==> src/hw/rtl/u8dec_pkg.sv <==
// Shared types and constants for the UTF-8 validating decoder.
// Holds the command record passed from the front end to the back end.
// No dependencies.
`default_nettype none
package u8dec_pkg;

   localparam int CpWidth    = 21;
   localparam int LenWidth   = 3;
   localparam int QueueDepth = 4;
   localparam int QueueAw    = $clog2(QueueDepth);
   localparam int QueueCw    = $clog2(QueueDepth + 1);

   localparam logic [CpWidth-1:0] ReplResetCode = 21'h00FFFD;
   localparam logic [CpWidth-1:0] SurrogateLow  = 21'h00D800;
   localparam logic [CpWidth-1:0] SurrogateHigh = 21'h00DFFF;
   localparam logic [CpWidth-1:0] MaxCodePoint  = 21'h10FFFF;
   localparam logic [CpWidth-1:0] MinTwoByte    = 21'h000080;
   localparam logic [CpWidth-1:0] MinThreeByte  = 21'h000800;
   localparam logic [CpWidth-1:0] MinFourByte   = 21'h010000;

   typedef enum logic [1:0] {
      TAIL_NONE = 2'd0,
      TAIL_CP   = 2'd1,
      TAIL_EOT  = 2'd2
   } tail_type;

   // rep_cnt replacements first, then the tail result
   typedef struct packed {
      logic [LenWidth-1:0] rep_cnt;
      tail_type            tail;
      logic [CpWidth-1:0]  code_point;
   } cmd_type;

endpackage
`default_nettype wire

==> src/hw/rtl/utf8_validating_decoder.sv <==
// Top level of the UTF-8 validating decoder: front end, command queue,
// back end and the replacement code register. Depends on u8dec_pkg.
//
//   Channel   Ports                          Moves
//   req       req_push/req_full              one text byte per transfer
//   rsp       rsp_empty/rsp_pop              one code point per transfer
//   csr       csr_we/csr_wdata               replacement code, write only
//
// One byte is taken per cycle while the four-entry command queue has room.
// The back end gives one result per cycle while results are popped; a byte causing n results
// keeps it busy until all n are given (up to four for a rejected four-byte sequence).
// The first result of a byte passes the command queue and the output register before the ports.
// Synchronous reset clears the pending sequence, the queue and the output valid flag.
`default_nettype none
module utf8_validating_decoder (
   input  wire logic                          clock,
   input  wire logic                          reset,
   input  wire logic                          req_push,
   input  wire logic [7:0]                    req_text_byte,
   output logic                               req_full,
   output logic                               rsp_empty,
   input  wire logic                          rsp_pop,
   output logic [u8dec_pkg::CpWidth-1:0]      rsp_code_point,
   output logic                               rsp_error_flag,
   output logic                               rsp_end_of_text,
   output logic                               rsp_last,
   input  wire logic                          csr_we,
   input  wire logic [u8dec_pkg::CpWidth-1:0] csr_wdata
);

   logic [u8dec_pkg::CpWidth-1:0] repl_ff;
   logic                          accept;
   u8dec_pkg::cmd_type            front_cmd;
   logic                          front_cmd_valid;
   logic                          q_full;
   logic                          q_head_valid;
   u8dec_pkg::cmd_type            q_head;
   logic                          q_pop;

   always_ff @(posedge clock) begin
      if (reset) begin
         repl_ff <= u8dec_pkg::ReplResetCode;
      end else if (csr_we) begin
         repl_ff <= csr_wdata;
      end
   end

   assign req_full = q_full;
   assign accept   = req_push && !q_full;

   u8dec_front u_front (
      .clock     (clock),
      .reset     (reset),
      .accept    (accept),
      .text_byte (req_text_byte),
      .cmd       (front_cmd),
      .cmd_valid (front_cmd_valid)
   );

   u8dec_cmd_queue u_queue (
      .clock      (clock),
      .reset      (reset),
      .push       (accept && front_cmd_valid),
      .push_cmd   (front_cmd),
      .full       (q_full),
      .pop        (q_pop),
      .head_valid (q_head_valid),
      .head       (q_head)
   );

   u8dec_back u_back (
      .clock           (clock),
      .reset           (reset),
      .head_valid      (q_head_valid),
      .head            (q_head),
      .head_pop        (q_pop),
      .repl_code       (repl_ff),
      .rsp_empty       (rsp_empty),
      .rsp_pop         (rsp_pop),
      .rsp_code_point  (rsp_code_point),
      .rsp_error_flag  (rsp_error_flag),
      .rsp_end_of_text (rsp_end_of_text),
      .rsp_last        (rsp_last)
   );

   a_eot_is_last: assert property (@(posedge clock) disable iff (reset)
      (!rsp_empty && rsp_end_of_text) |-> (rsp_last && !rsp_error_flag
         && (rsp_code_point == '0)))
      else $error("terminator result is not a clean final result");

   a_reset_empties: assert property (@(posedge clock)
      reset |=> (rsp_empty && !req_full))
      else $error("reset did not empty the decoder");

   a_pop_needs_head: assert property (@(posedge clock) disable iff (reset)
      q_pop |-> q_head_valid)
      else $error("back end popped an empty command queue");

   a_stall_holds: assert property (@(posedge clock) disable iff (reset)
      (!rsp_empty && !rsp_pop) |=> (!rsp_empty && $stable(rsp_code_point)
         && $stable(rsp_last)))
      else $error("stalled result changed");

endmodule
`default_nettype wire

==> src/hw/rtl/u8dec_front.sv <==
// Front end: tracks the pending sequence and classifies each text byte
// into at most one command. Depends on u8dec_pkg.
`default_nettype none
module u8dec_front (
   input  wire logic                          clock,
   input  wire logic                          reset,
   input  wire logic                          accept,
   input  wire logic [7:0]                    text_byte,
   output u8dec_pkg::cmd_type                 cmd,
   output logic                               cmd_valid
);

   logic [u8dec_pkg::LenWidth-1:0] seq_len_ff, seq_len_in;
   logic [u8dec_pkg::LenWidth-1:0] rcvd_ff, rcvd_in;
   logic [u8dec_pkg::CpWidth-1:0]  pv_ff, pv_in;

   logic                           pending;
   logic                           is_cont;
   logic [u8dec_pkg::CpWidth-1:0]  pv_shift;
   logic [u8dec_pkg::LenWidth-1:0] rcvd_inc;
   logic                           bad;

   always_comb begin
      pending  = (seq_len_ff != '0);
      is_cont  = (text_byte[7:6] == 2'b10);
      pv_shift = {pv_ff[u8dec_pkg::CpWidth-7:0], text_byte[5:0]};
      rcvd_inc = rcvd_ff + 3'd1;
      bad = ((seq_len_ff == 3'd2) && (pv_shift < u8dec_pkg::MinTwoByte))
         || ((seq_len_ff == 3'd3) && (pv_shift < u8dec_pkg::MinThreeByte))
         || ((seq_len_ff == 3'd4) && (pv_shift < u8dec_pkg::MinFourByte))
         || ((pv_shift >= u8dec_pkg::SurrogateLow)
             && (pv_shift <= u8dec_pkg::SurrogateHigh))
         || (pv_shift > u8dec_pkg::MaxCodePoint);

      seq_len_in     = seq_len_ff;
      rcvd_in        = rcvd_ff;
      pv_in          = pv_ff;
      cmd.rep_cnt    = '0;
      cmd.tail       = u8dec_pkg::TAIL_NONE;
      cmd.code_point = '0;
      cmd_valid      = 1'b0;

      if (pending && is_cont) begin
         pv_in   = pv_shift;
         rcvd_in = rcvd_inc;
         if (rcvd_inc >= seq_len_ff) begin
            seq_len_in = '0;
            rcvd_in    = '0;
            pv_in      = '0;
            cmd_valid  = 1'b1;
            if (bad) begin
               cmd.rep_cnt = seq_len_ff;
            end else begin
               cmd.tail       = u8dec_pkg::TAIL_CP;
               cmd.code_point = pv_shift;
            end
         end
      end else begin
         // flush a broken sequence, then treat the byte as a new lead
         cmd.rep_cnt = {2'b00, pending};
         seq_len_in  = '0;
         rcvd_in     = '0;
         pv_in       = '0;
         if (text_byte == 8'h00) begin
            cmd.tail = u8dec_pkg::TAIL_EOT;
         end else if (!text_byte[7]) begin
            cmd.tail       = u8dec_pkg::TAIL_CP;
            cmd.code_point = {13'd0, text_byte};
         end else if (text_byte[7:5] == 3'b110) begin
            seq_len_in = 3'd2;
            rcvd_in    = 3'd1;
            pv_in      = {16'd0, text_byte[4:0]};
         end else if (text_byte[7:4] == 4'b1110) begin
            seq_len_in = 3'd3;
            rcvd_in    = 3'd1;
            pv_in      = {17'd0, text_byte[3:0]};
         end else if (text_byte[7:3] == 5'b11110) begin
            seq_len_in = 3'd4;
            rcvd_in    = 3'd1;
            pv_in      = {18'd0, text_byte[2:0]};
         end else begin
            cmd.rep_cnt = cmd.rep_cnt + 3'd1;
         end
         cmd_valid = (cmd.rep_cnt != '0) || (cmd.tail != u8dec_pkg::TAIL_NONE);
      end
   end

   always_ff @(posedge clock) begin
      if (reset) begin
         seq_len_ff <= '0;
         rcvd_ff    <= '0;
         pv_ff      <= '0;
      end else if (accept) begin
         seq_len_ff <= seq_len_in;
         rcvd_ff    <= rcvd_in;
         pv_ff      <= pv_in;
      end
   end

endmodule
`default_nettype wire

==> src/hw/rtl/u8dec_cmd_queue.sv <==
// Short command queue between the front end and the back end.
// Depends on u8dec_pkg.
`default_nettype none
module u8dec_cmd_queue (
   input  wire logic               clock,
   input  wire logic               reset,
   input  wire logic               push,
   input  wire u8dec_pkg::cmd_type push_cmd,
   output logic                    full,
   input  wire logic               pop,
   output logic                    head_valid,
   output u8dec_pkg::cmd_type      head
);

   u8dec_pkg::cmd_type                   mem_ff [u8dec_pkg::QueueDepth];
   logic [u8dec_pkg::QueueAw-1:0]        wr_ptr_ff, rd_ptr_ff;
   logic [u8dec_pkg::QueueCw-1:0]        count_ff;
   logic                                 do_push, do_pop;

   assign full       = (count_ff == u8dec_pkg::QueueCw'(u8dec_pkg::QueueDepth));
   assign head_valid = (count_ff != '0);
   assign head       = mem_ff[rd_ptr_ff];
   assign do_push    = push && !full;
   assign do_pop     = pop && head_valid;

   always_ff @(posedge clock) begin
      if (do_push) begin
         mem_ff[wr_ptr_ff] <= push_cmd;
      end
   end

   always_ff @(posedge clock) begin
      if (reset) begin
         wr_ptr_ff <= '0;
         rd_ptr_ff <= '0;
         count_ff  <= '0;
      end else begin
         if (do_push) begin
            wr_ptr_ff <= wr_ptr_ff + 1'b1;
         end
         if (do_pop) begin
            rd_ptr_ff <= rd_ptr_ff + 1'b1;
         end
         if (do_push && !do_pop) begin
            count_ff <= count_ff + 1'b1;
         end else if (do_pop && !do_push) begin
            count_ff <= count_ff - 1'b1;
         end
      end
   end

endmodule
`default_nettype wire

==> src/hw/rtl/u8dec_back.sv <==
// Back end: expands each command into result items, one per cycle while the output
// register is empty or popped, and holds each item in an output register. Depends on u8dec_pkg.
`default_nettype none
module u8dec_back (
   input  wire logic                          clock,
   input  wire logic                          reset,
   input  wire logic                          head_valid,
   input  wire u8dec_pkg::cmd_type            head,
   output logic                               head_pop,
   input  wire logic [u8dec_pkg::CpWidth-1:0] repl_code,
   output logic                               rsp_empty,
   input  wire logic                          rsp_pop,
   output logic [u8dec_pkg::CpWidth-1:0]      rsp_code_point,
   output logic                               rsp_error_flag,
   output logic                               rsp_end_of_text,
   output logic                               rsp_last
);

   logic                                 out_valid_ff;
   logic [u8dec_pkg::CpWidth-1:0]        cp_ff, cp_in;
   logic                                 err_ff, err_in;
   logic                                 eot_ff, eot_in;
   logic                                 last_ff, last_in;
   logic [1:0]                           step_ff;
   logic [u8dec_pkg::LenWidth-1:0]       total;
   logic                                 load;

   always_comb begin
      load  = head_valid && (!out_valid_ff || rsp_pop);
      total = head.rep_cnt + {2'b00, (head.tail != u8dec_pkg::TAIL_NONE)};
      last_in = ({1'b0, step_ff} == (total - 3'd1));
      cp_in  = repl_code;
      err_in = 1'b1;
      eot_in = 1'b0;
      if ({1'b0, step_ff} >= head.rep_cnt) begin
         err_in = 1'b0;
         case (head.tail)
            u8dec_pkg::TAIL_CP: begin
               cp_in = head.code_point;
            end
            u8dec_pkg::TAIL_EOT: begin
               cp_in  = '0;
               eot_in = 1'b1;
            end
            default: begin
               cp_in = repl_code;
            end
         endcase
      end
      head_pop = load && last_in;
   end

   always_ff @(posedge clock) begin
      if (load) begin
         cp_ff   <= cp_in;
         err_ff  <= err_in;
         eot_ff  <= eot_in;
         last_ff <= last_in;
      end
   end

   always_ff @(posedge clock) begin
      if (reset) begin
         out_valid_ff <= 1'b0;
         step_ff      <= '0;
      end else begin
         if (load) begin
            out_valid_ff <= 1'b1;
            step_ff      <= last_in ? 2'd0 : step_ff + 2'd1;
         end else if (rsp_pop) begin
            out_valid_ff <= 1'b0;
         end
      end
   end

   assign rsp_empty       = !out_valid_ff;
   assign rsp_code_point  = cp_ff;
   assign rsp_error_flag  = err_ff;
   assign rsp_end_of_text = eot_ff;
   assign rsp_last        = last_ff;

endmodule
`default_nettype wire

==> config.mk <==
export PLATFORM = sky130hd
export DESIGN_NAME = utf8_validating_decoder
export DESIGN_NICKNAME = d
export VERILOG_FILES = /design/src/hw/rtl/u8dec_pkg.sv /design/src/hw/rtl/utf8_validating_decoder.sv /design/src/hw/rtl/u8dec_front.sv /design/src/hw/rtl/u8dec_cmd_queue.sv /design/src/hw/rtl/u8dec_back.sv
export SDC_FILE = /design/constraint.sdc
export NUM_CORES = 1
export LEC_CHECK = 0
export BUFFER_PORTS_ARGS = -buffer_cell sky130_fd_sc_hd__buf_2
export CAP_MARGIN = 20
export CORE_MARGIN = 2
export CORE_UTILIZATION = 55
export DETAILED_ROUTE_END_ITERATION = 8
export HOLD_SLACK_MARGIN = 0.12
export PLACE_DENSITY = 0.79
export SYNTH_ARGS = -nofsm -noshare
export SYNTH_HDL_FRONTEND = slang
export SYNTH_SLANG_ARGS = --single-unit
==> constraint.sdc <==
create_clock -name clock -period 9.4 [get_ports clock]
set_clock_uncertainty 0.15 [all_clocks]
set_input_delay 2.35 -clock clock [delete_from_list [all_inputs] [get_ports clock]]
set_output_delay 2.35 -clock clock [all_outputs]
set_load 0.03 [all_outputs]
After elaboration in Yosys (flattened, before gate mapping)
Memory sizes are Yosys's and may differ from the RTL's. A register that Yosys moved wholly into a read port is not among the register bits. Index checks and enable logic that the tools add are counted. W data, S select, Z words.

Add/subtract/negate cells: 9. Magnitude comparators: 8. Equality and inequality tests: 12. Muxes and demuxes: 50. Reduce and logical (&&, ||, !) cells: 32.

Operators by type and width (count): $mux W15 (5); $mux W3 (23); $mux W26 (2); $mux W22 (2); $mux W21 (2); $pmux W21 S2 (1); $ge A21 B16 Y1 const B (1); $gt A21 B21 Y1 const B (1); $le A21 B16 Y1 const B (1); $lt A21 B12 Y1 const B (1); $lt A21 B17 Y1 const B (1); $lt A21 B8 Y1 const B (1); $logic_and A1 B1 Y1 (13); $mux W2 (5); $eq A3 B3 Y1 const B (3); $mux W1 (9); $reduce_bool A3 Y1 (3); $logic_not A8 Y1 (1); $reduce_bool A2 Y1 (4); $add A2 B1 Y2 const B (3); $add A3 B1 Y3 const B (2); $eq A3 B2 Y1 const B (2); $logic_or A1 B1 Y1 (6); $sub A3 B1 Y3 const B (2); 13 further kinds (17).

Register bits: 76. Memory bits (writable): 104. Input bits: 34. Output and inout bits: 26. Logic and storage cells: 125. Memories kept: 1.

Memory list: u_queue.mem_ff (depth 4, width 26, rd ports 1, clocked after memory_dff 1, wr ports 1, line u8dec_cmd_queue.sv:15) `u8dec_pkg::cmd_type mem_ff [u8dec_pkg::QueueDepth];`.

Logic depth before layout (Yosys ltp)
Depth in word-level cells: 17. Mapped depth: 16. Gate-level depth less buffers: 14.

Hierarchy
From an unflattened synthesis, not the netlist that was laid out.

Cells, all modules: 524. Area total of the unflattened synthesis: 7842.5 µm².

By module, submodules not included: u8dec_cmd_queue (times used 1, cells an instance 184, area an instance 4246.6 µm², seq. area each 3303.2 µm²); u8dec_front (times used 1, cells an instance 177, area an instance 1503.9 µm², seq. area each 420.4 µm²); u8dec_back (times used 1, cells an instance 93, area an instance 1288.7 µm², seq. area each 780.7 µm²); utf8_validating_decoder (times used 1, cells an instance 70, area an instance 803.3 µm², seq. area each 420.4 µm²).

Worst setup path after synthesis
No wires, ideal clock.

Kind: input -> register. Start: input req_text_byte[5]. End: register u_queue.count_ff[2] in the netlist's numbering. Setup time: 0.071 ns. Data arrival time: 5.084 ns. Required time: 9.179 ns. Slack: 4.095 ns. Cell stages on the path: 13. Path buffers: 1. Cells stage by stage: clkbuf_2 > nand2_1 > or3_1 > ha_1 > nor2_1 > o22a_1 > a221oi_4 > ha_1 > inv_1 > fa_1 > xor2_1 > or3_1 > a21oi_1.

Cells in the longest elaborated chain, start to end: 15. Elaborated cells on any way between the ends: 23. Classes of those cells: eq/ne (3); mux (10); reduce/logical (10).

RTL lines: from (decl) (line utf8_validating_decoder.sv:19) `input wire logic [7:0] req_text_byte,`; $eq A5 B5 Y1 (line u8dec_front.sv:77) `end else if (text_byte[7:3] == 5'b11110) begin`; $mux W3 (line u8dec_front.sv:77); $mux W3 (line u8dec_front.sv:73) `end else if (text_byte[7:4] == 4'b1110) begin`; $mux W3 (line u8dec_front.sv:69) `end else if (text_byte[7:5] == 3'b110) begin`; $mux W3 (line u8dec_front.sv:66) `end else if (!text_byte[7]) begin`; $mux W3 (line u8dec_front.sv:64) `if (text_byte == 8'h00) begin`; $mux W3 (line u8dec_front.sv:43) `if (pending && is_cont) begin`; $reduce_bool A3 Y1 (line u8dec_front.sv:84) `cmd_valid = (cmd.rep_cnt != '0) || (cmd.tail != u8dec_pkg::TAIL_NONE);`; $logic_or A1 B1 Y1 * (line u8dec_front.sv:84); $mux W1 * (line u8dec_front.sv:43); $logic_and A1 B1 Y1 * (line utf8_validating_decoder.sv:63) `.push (accept && front_cmd_valid),`; $logic_and A1 B1 Y1 * (line u8dec_cmd_queue.sv:23) `assign do_push = push && !full;`; named net u_queue.do_push (line u8dec_cmd_queue.sv:18) `logic do_push, do_pop;`; $logic_not A1 Y1 (line u8dec_cmd_queue.sv:46) `end else if (do_pop && !do_push) begin`; $logic_and A1 B1 Y1 (line u8dec_cmd_queue.sv:46); $reduce_bool A2 Y1 (no line); to (signal assigned) (line u8dec_cmd_queue.sv:45) `count_ff <= count_ff + 1'b1;`; to (signal assigned) (line u8dec_cmd_queue.sv:47) `count_ff <= count_ff - 1'b1;`; to (decl) (line u8dec_cmd_queue.sv:17) `logic [u8dec_pkg::QueueCw-1:0] count_ff;`.

Mark *: on every way through the listed nets, which the timed path passes. The rest lies on a longest branch. The select of a mux whose other input is x is not followed. A chain may end at the register's enable or synchronous reset.

Worst setup path after layout
Ends and elaborated chain as after synthesis.

==> out/qor.csv <==
stage,metric,value,unit
die,die_y,121.7,um
setup_path,crit_required,9.61,ns
placement,port_buffers,59,
drt,drc,0,
power,p_int,1.611,mW
logic_synthesis,syn_area,7619,sq um
timing,final_max_slew_viol_count,0,
setup_path,crit_type,in -> reg,
logic_synthesis,synth_seq_cells,182,
timing,max_freq,0.1911,GHz
cells_and_area,diodes,0,
drt,drt_iter0_drc,411,
drt,ant_nets,0,
power,peakVddDrop,0.0001422,V
timing,hold_violations,0,
setup_path,cp_cell_sequence,"buf_2, nand2_1, or3_1, ha_1, nor2_1, o22a_1, a221oi_4, ha_1, inv_1, fa_1, xor2_1, or3_1, a21oi_1",
setup_path,start_kind,input port,
logic_synthesis,ys_seq_area_share,64.64,%
timing,tightest_slew,0.9720,ns
cts,worstSkewPairLatency,0.43,ns
placement,gp_congestion,0.9413,
setup_path,cp-end-kind,register,
logic_synthesis,yosys_warnings,0,
logic_synthesis,syn_nets,618,
setup_path,arrival,5.44,ns
cells_and_area,final_common_cell,edfxtp_1,
cells_and_area,fin_nets,676,
setup_path,ff2ff_setup_slack,5.39,ns
cts,cts_max_level,4,
setup_path,slowest_stage,or3_1,
cts,cts_buffers,17,
logic_synthesis,synthFlopType,edfxtp_1,
cells_and_area,drive_gt1_share,21.35,%
setup_path,critPathMaxFanout,9,
global_route,grt_usage,20.56,%
logic_synthesis,syn_inst,566,
power,pwr-share-seq,44.3,%
power,power_frac_comb,27.0,%
cts,root_buffer,clkbuf_16,
run,drv_cap,0,
timing,setup_viol,0,
global_route,grt_pass1_vias,4485,
setup_path,cp_num_buf_inv,2,
timing,fin_crit_sh,55.68,%
die,io_pins,60,
die,num_rows,43,
placement,dp_hpwl,9399,um
die,coreArea,13720,sq um
drt,wire_per_inst,17.43,um
logic_synthesis,synth_edf_count,128,
timing,max_slew_margin,35.13,%
logic_synthesis,yosysUniqueCellTypes,56,
global_route,grt_pass1_wl,22830,um
cts,post_cts_buffers,0,
die,die_width,121.7,um
timing,finalCriticalPeriod,5.234,ns
die,die-area,14810,sq um
cells_and_area,postLayoutCoreUtil,63.00,%
power,power_density,274.3,nW/um^2
setup_path,crit_family,adder cells,
cells_and_area,final_cell_mix,"edfxtp_1, nand2_1, buf_2",
power,leakagePower,3.147,nW
global_route,grt_remaining_overflow,0,
setup_path,cpPeakStageDelay,0.40,ns
global_route,antenna_found_initial,0,
cells_and_area,area_delta_synth_final,13.45,%
power,power_switching,0.7603,mW
die,start_util,55.53,%
timing,rsz0062_at_grt,no,
cts,postCtsHoldBufs,0,
logic_synthesis,async_reset_ff_share,0,%
min_path,hold_path_class,reg -> reg,
cts,ctsLongestPathBuffers,2,
logic_synthesis,avgSynthCellArea,13.46,sq um
cts,cts_tree,done,
drt,num_vias,4574,
drt,viasPerCell,5.599,
power,clockPowerShare,28.7,%
timing,finalSetupTns,0,ns
cts,cts-resized-gates,0,
global_route,grt_start_max_net_pins,43,
status,status,finished clean,
cts,clkSinkCount,182,
cts,path_clk_slew,0.07,ns
drt,dr.pass1.iters,5,
power,sw_frac_of_total,32.06,%
drt,totalWireLength,14240,um
## cell families after synthesis
logic type | share of synthesized area (%)
buf+inv | 2.529
xor+xnor | 1.150
mux | 8.885
simple gates | 12.58
compound gates | 7.161
fa+ha+maj | 3.055
flops | 64.64
## flip-flops by register name (all words and copies together), names as in the netlist, named ones only
signal,cells
repl_ff,21
u_back.out_valid_ff,1
u_back.rsp_code_point,21
u_back.rsp_end_of_text,1
u_back.rsp_error_flag,1
u_back.rsp_last,1
u_back.step_ff,2
u_front.pv_ff,15
u_front.rcvd_ff,3
u_front.seq_len_ff,3
u_queue.count_ff,3
u_queue.mem_ff,104
u_queue.rd_ptr_ff,2
u_queue.wr_ptr_ff,2
## worst paths after layout
kind | start | endpoint | cells after the start
max | req_text_byte[5] | u_queue.count_ff[2] | 13
max reg2reg | register | u_queue.count_ff[2] | 15
min | u_front.rcvd_ff[1] | u_front.rcvd_ff[1] | 2
min reg2reg | u_front.rcvd_ff[1] | u_front.rcvd_ff[1] | 2
## cells in the mapped netlist (2+ instances only)
library cell    n  area share (%)
a211o_1        15             1.7
a21oi_1        25             1.6
a22o_1          2            0.23
and2_1         23             1.9
and3_1          2            0.16
buf_2           8            0.53
clkbuf_1       17            0.84
clkbuf_2        2            0.13
dfxtp_1        54              14
edfxtp_1      128              50
ha_1           17             2.8
inv_1          14            0.69
inv_2           2           0.099
mux2i_1         8             1.1
mux4_2         26             7.7
nand2_1        84             4.1
nand2b_1        4            0.33
nand3_1         5            0.33
nand3b_1        3            0.30
nor2_1         29             1.4
nor2b_1        19             1.6
nor3_1          5            0.33
nor4_1          6            0.49
o21a_1          3            0.30
o21ai_0         3            0.20
o21ai_1        22             1.4
or3_1           3            0.25
xnor2_1         4            0.46
xor2_1          6            0.69
## layout make-up
type | instances | area [sq um]
Fill cell | 1023 | 5076
Sequential cell | 182 | 4925
Multi-Input combinational cell | 339 | 2501
Clock buffer | 17 | 425.4
Timing Repair Buffer | 68 | 362.8
Tap cell | 180 | 225.2
Clock inverter | 15 | 143.9
Inverter | 16 | 60.06
## through the flow
stage | hold WS (ns) | area, sq um | instances | setup WS (ns) | power (mW)
2_1_floorplan | 0.2898 | 7619 | 566 | 4.095 | 1.557
3_3_place_gp | 0.3010 | 8074 | 785 | 3.929 | 1.691
3_5_place_dp | 0.3055 | 8074 | 785 | 3.776 | 1.714
4_1_cts | 0.3206 | 8643 | 817 | 4.207 | 2.394
5_1_grt | 0.3426 | 8643 | 817 | 3.950 | 2.495
6_report | 0.3201 | 8643 | 817 | 4.166 | 2.371
## per-layer routing
layer	wire (um)	part of all wire [%]	global-route usage, %	vias to the layer above
li1	-	-	-	2178
met1	6232	44	27.45	2240
met2	6964	49	33.57	136
met3	797	5.6	4.916	20
met4	244	1.7	6.753	0
met5	0	0	0	-
## tightest hold or removal path, delay by kind of cell (launching register included)
kind | cells | cell delay, ns
DFF | 1 | 0.32
AOI/OAI and AO/OA | 1 | 0.05
and+or+nand+nor | 1 | 0.05
## power groups by stage
stage / Combinational, mW / Sequential, mW / Clock, mW
final: 0.639 / 1.05 / 0.681
after global routing: 0.706 / 1.06 / 0.726
after CTS: 0.647 / 1.05 / 0.695
after detailed placement: 0.645 / 1.07 / 0
after global placement: 0.630 / 1.06 / 0
after floorplan: 0.385 / 1.17 / 0
Note: power is estimated with default switching activity, not from simulation.
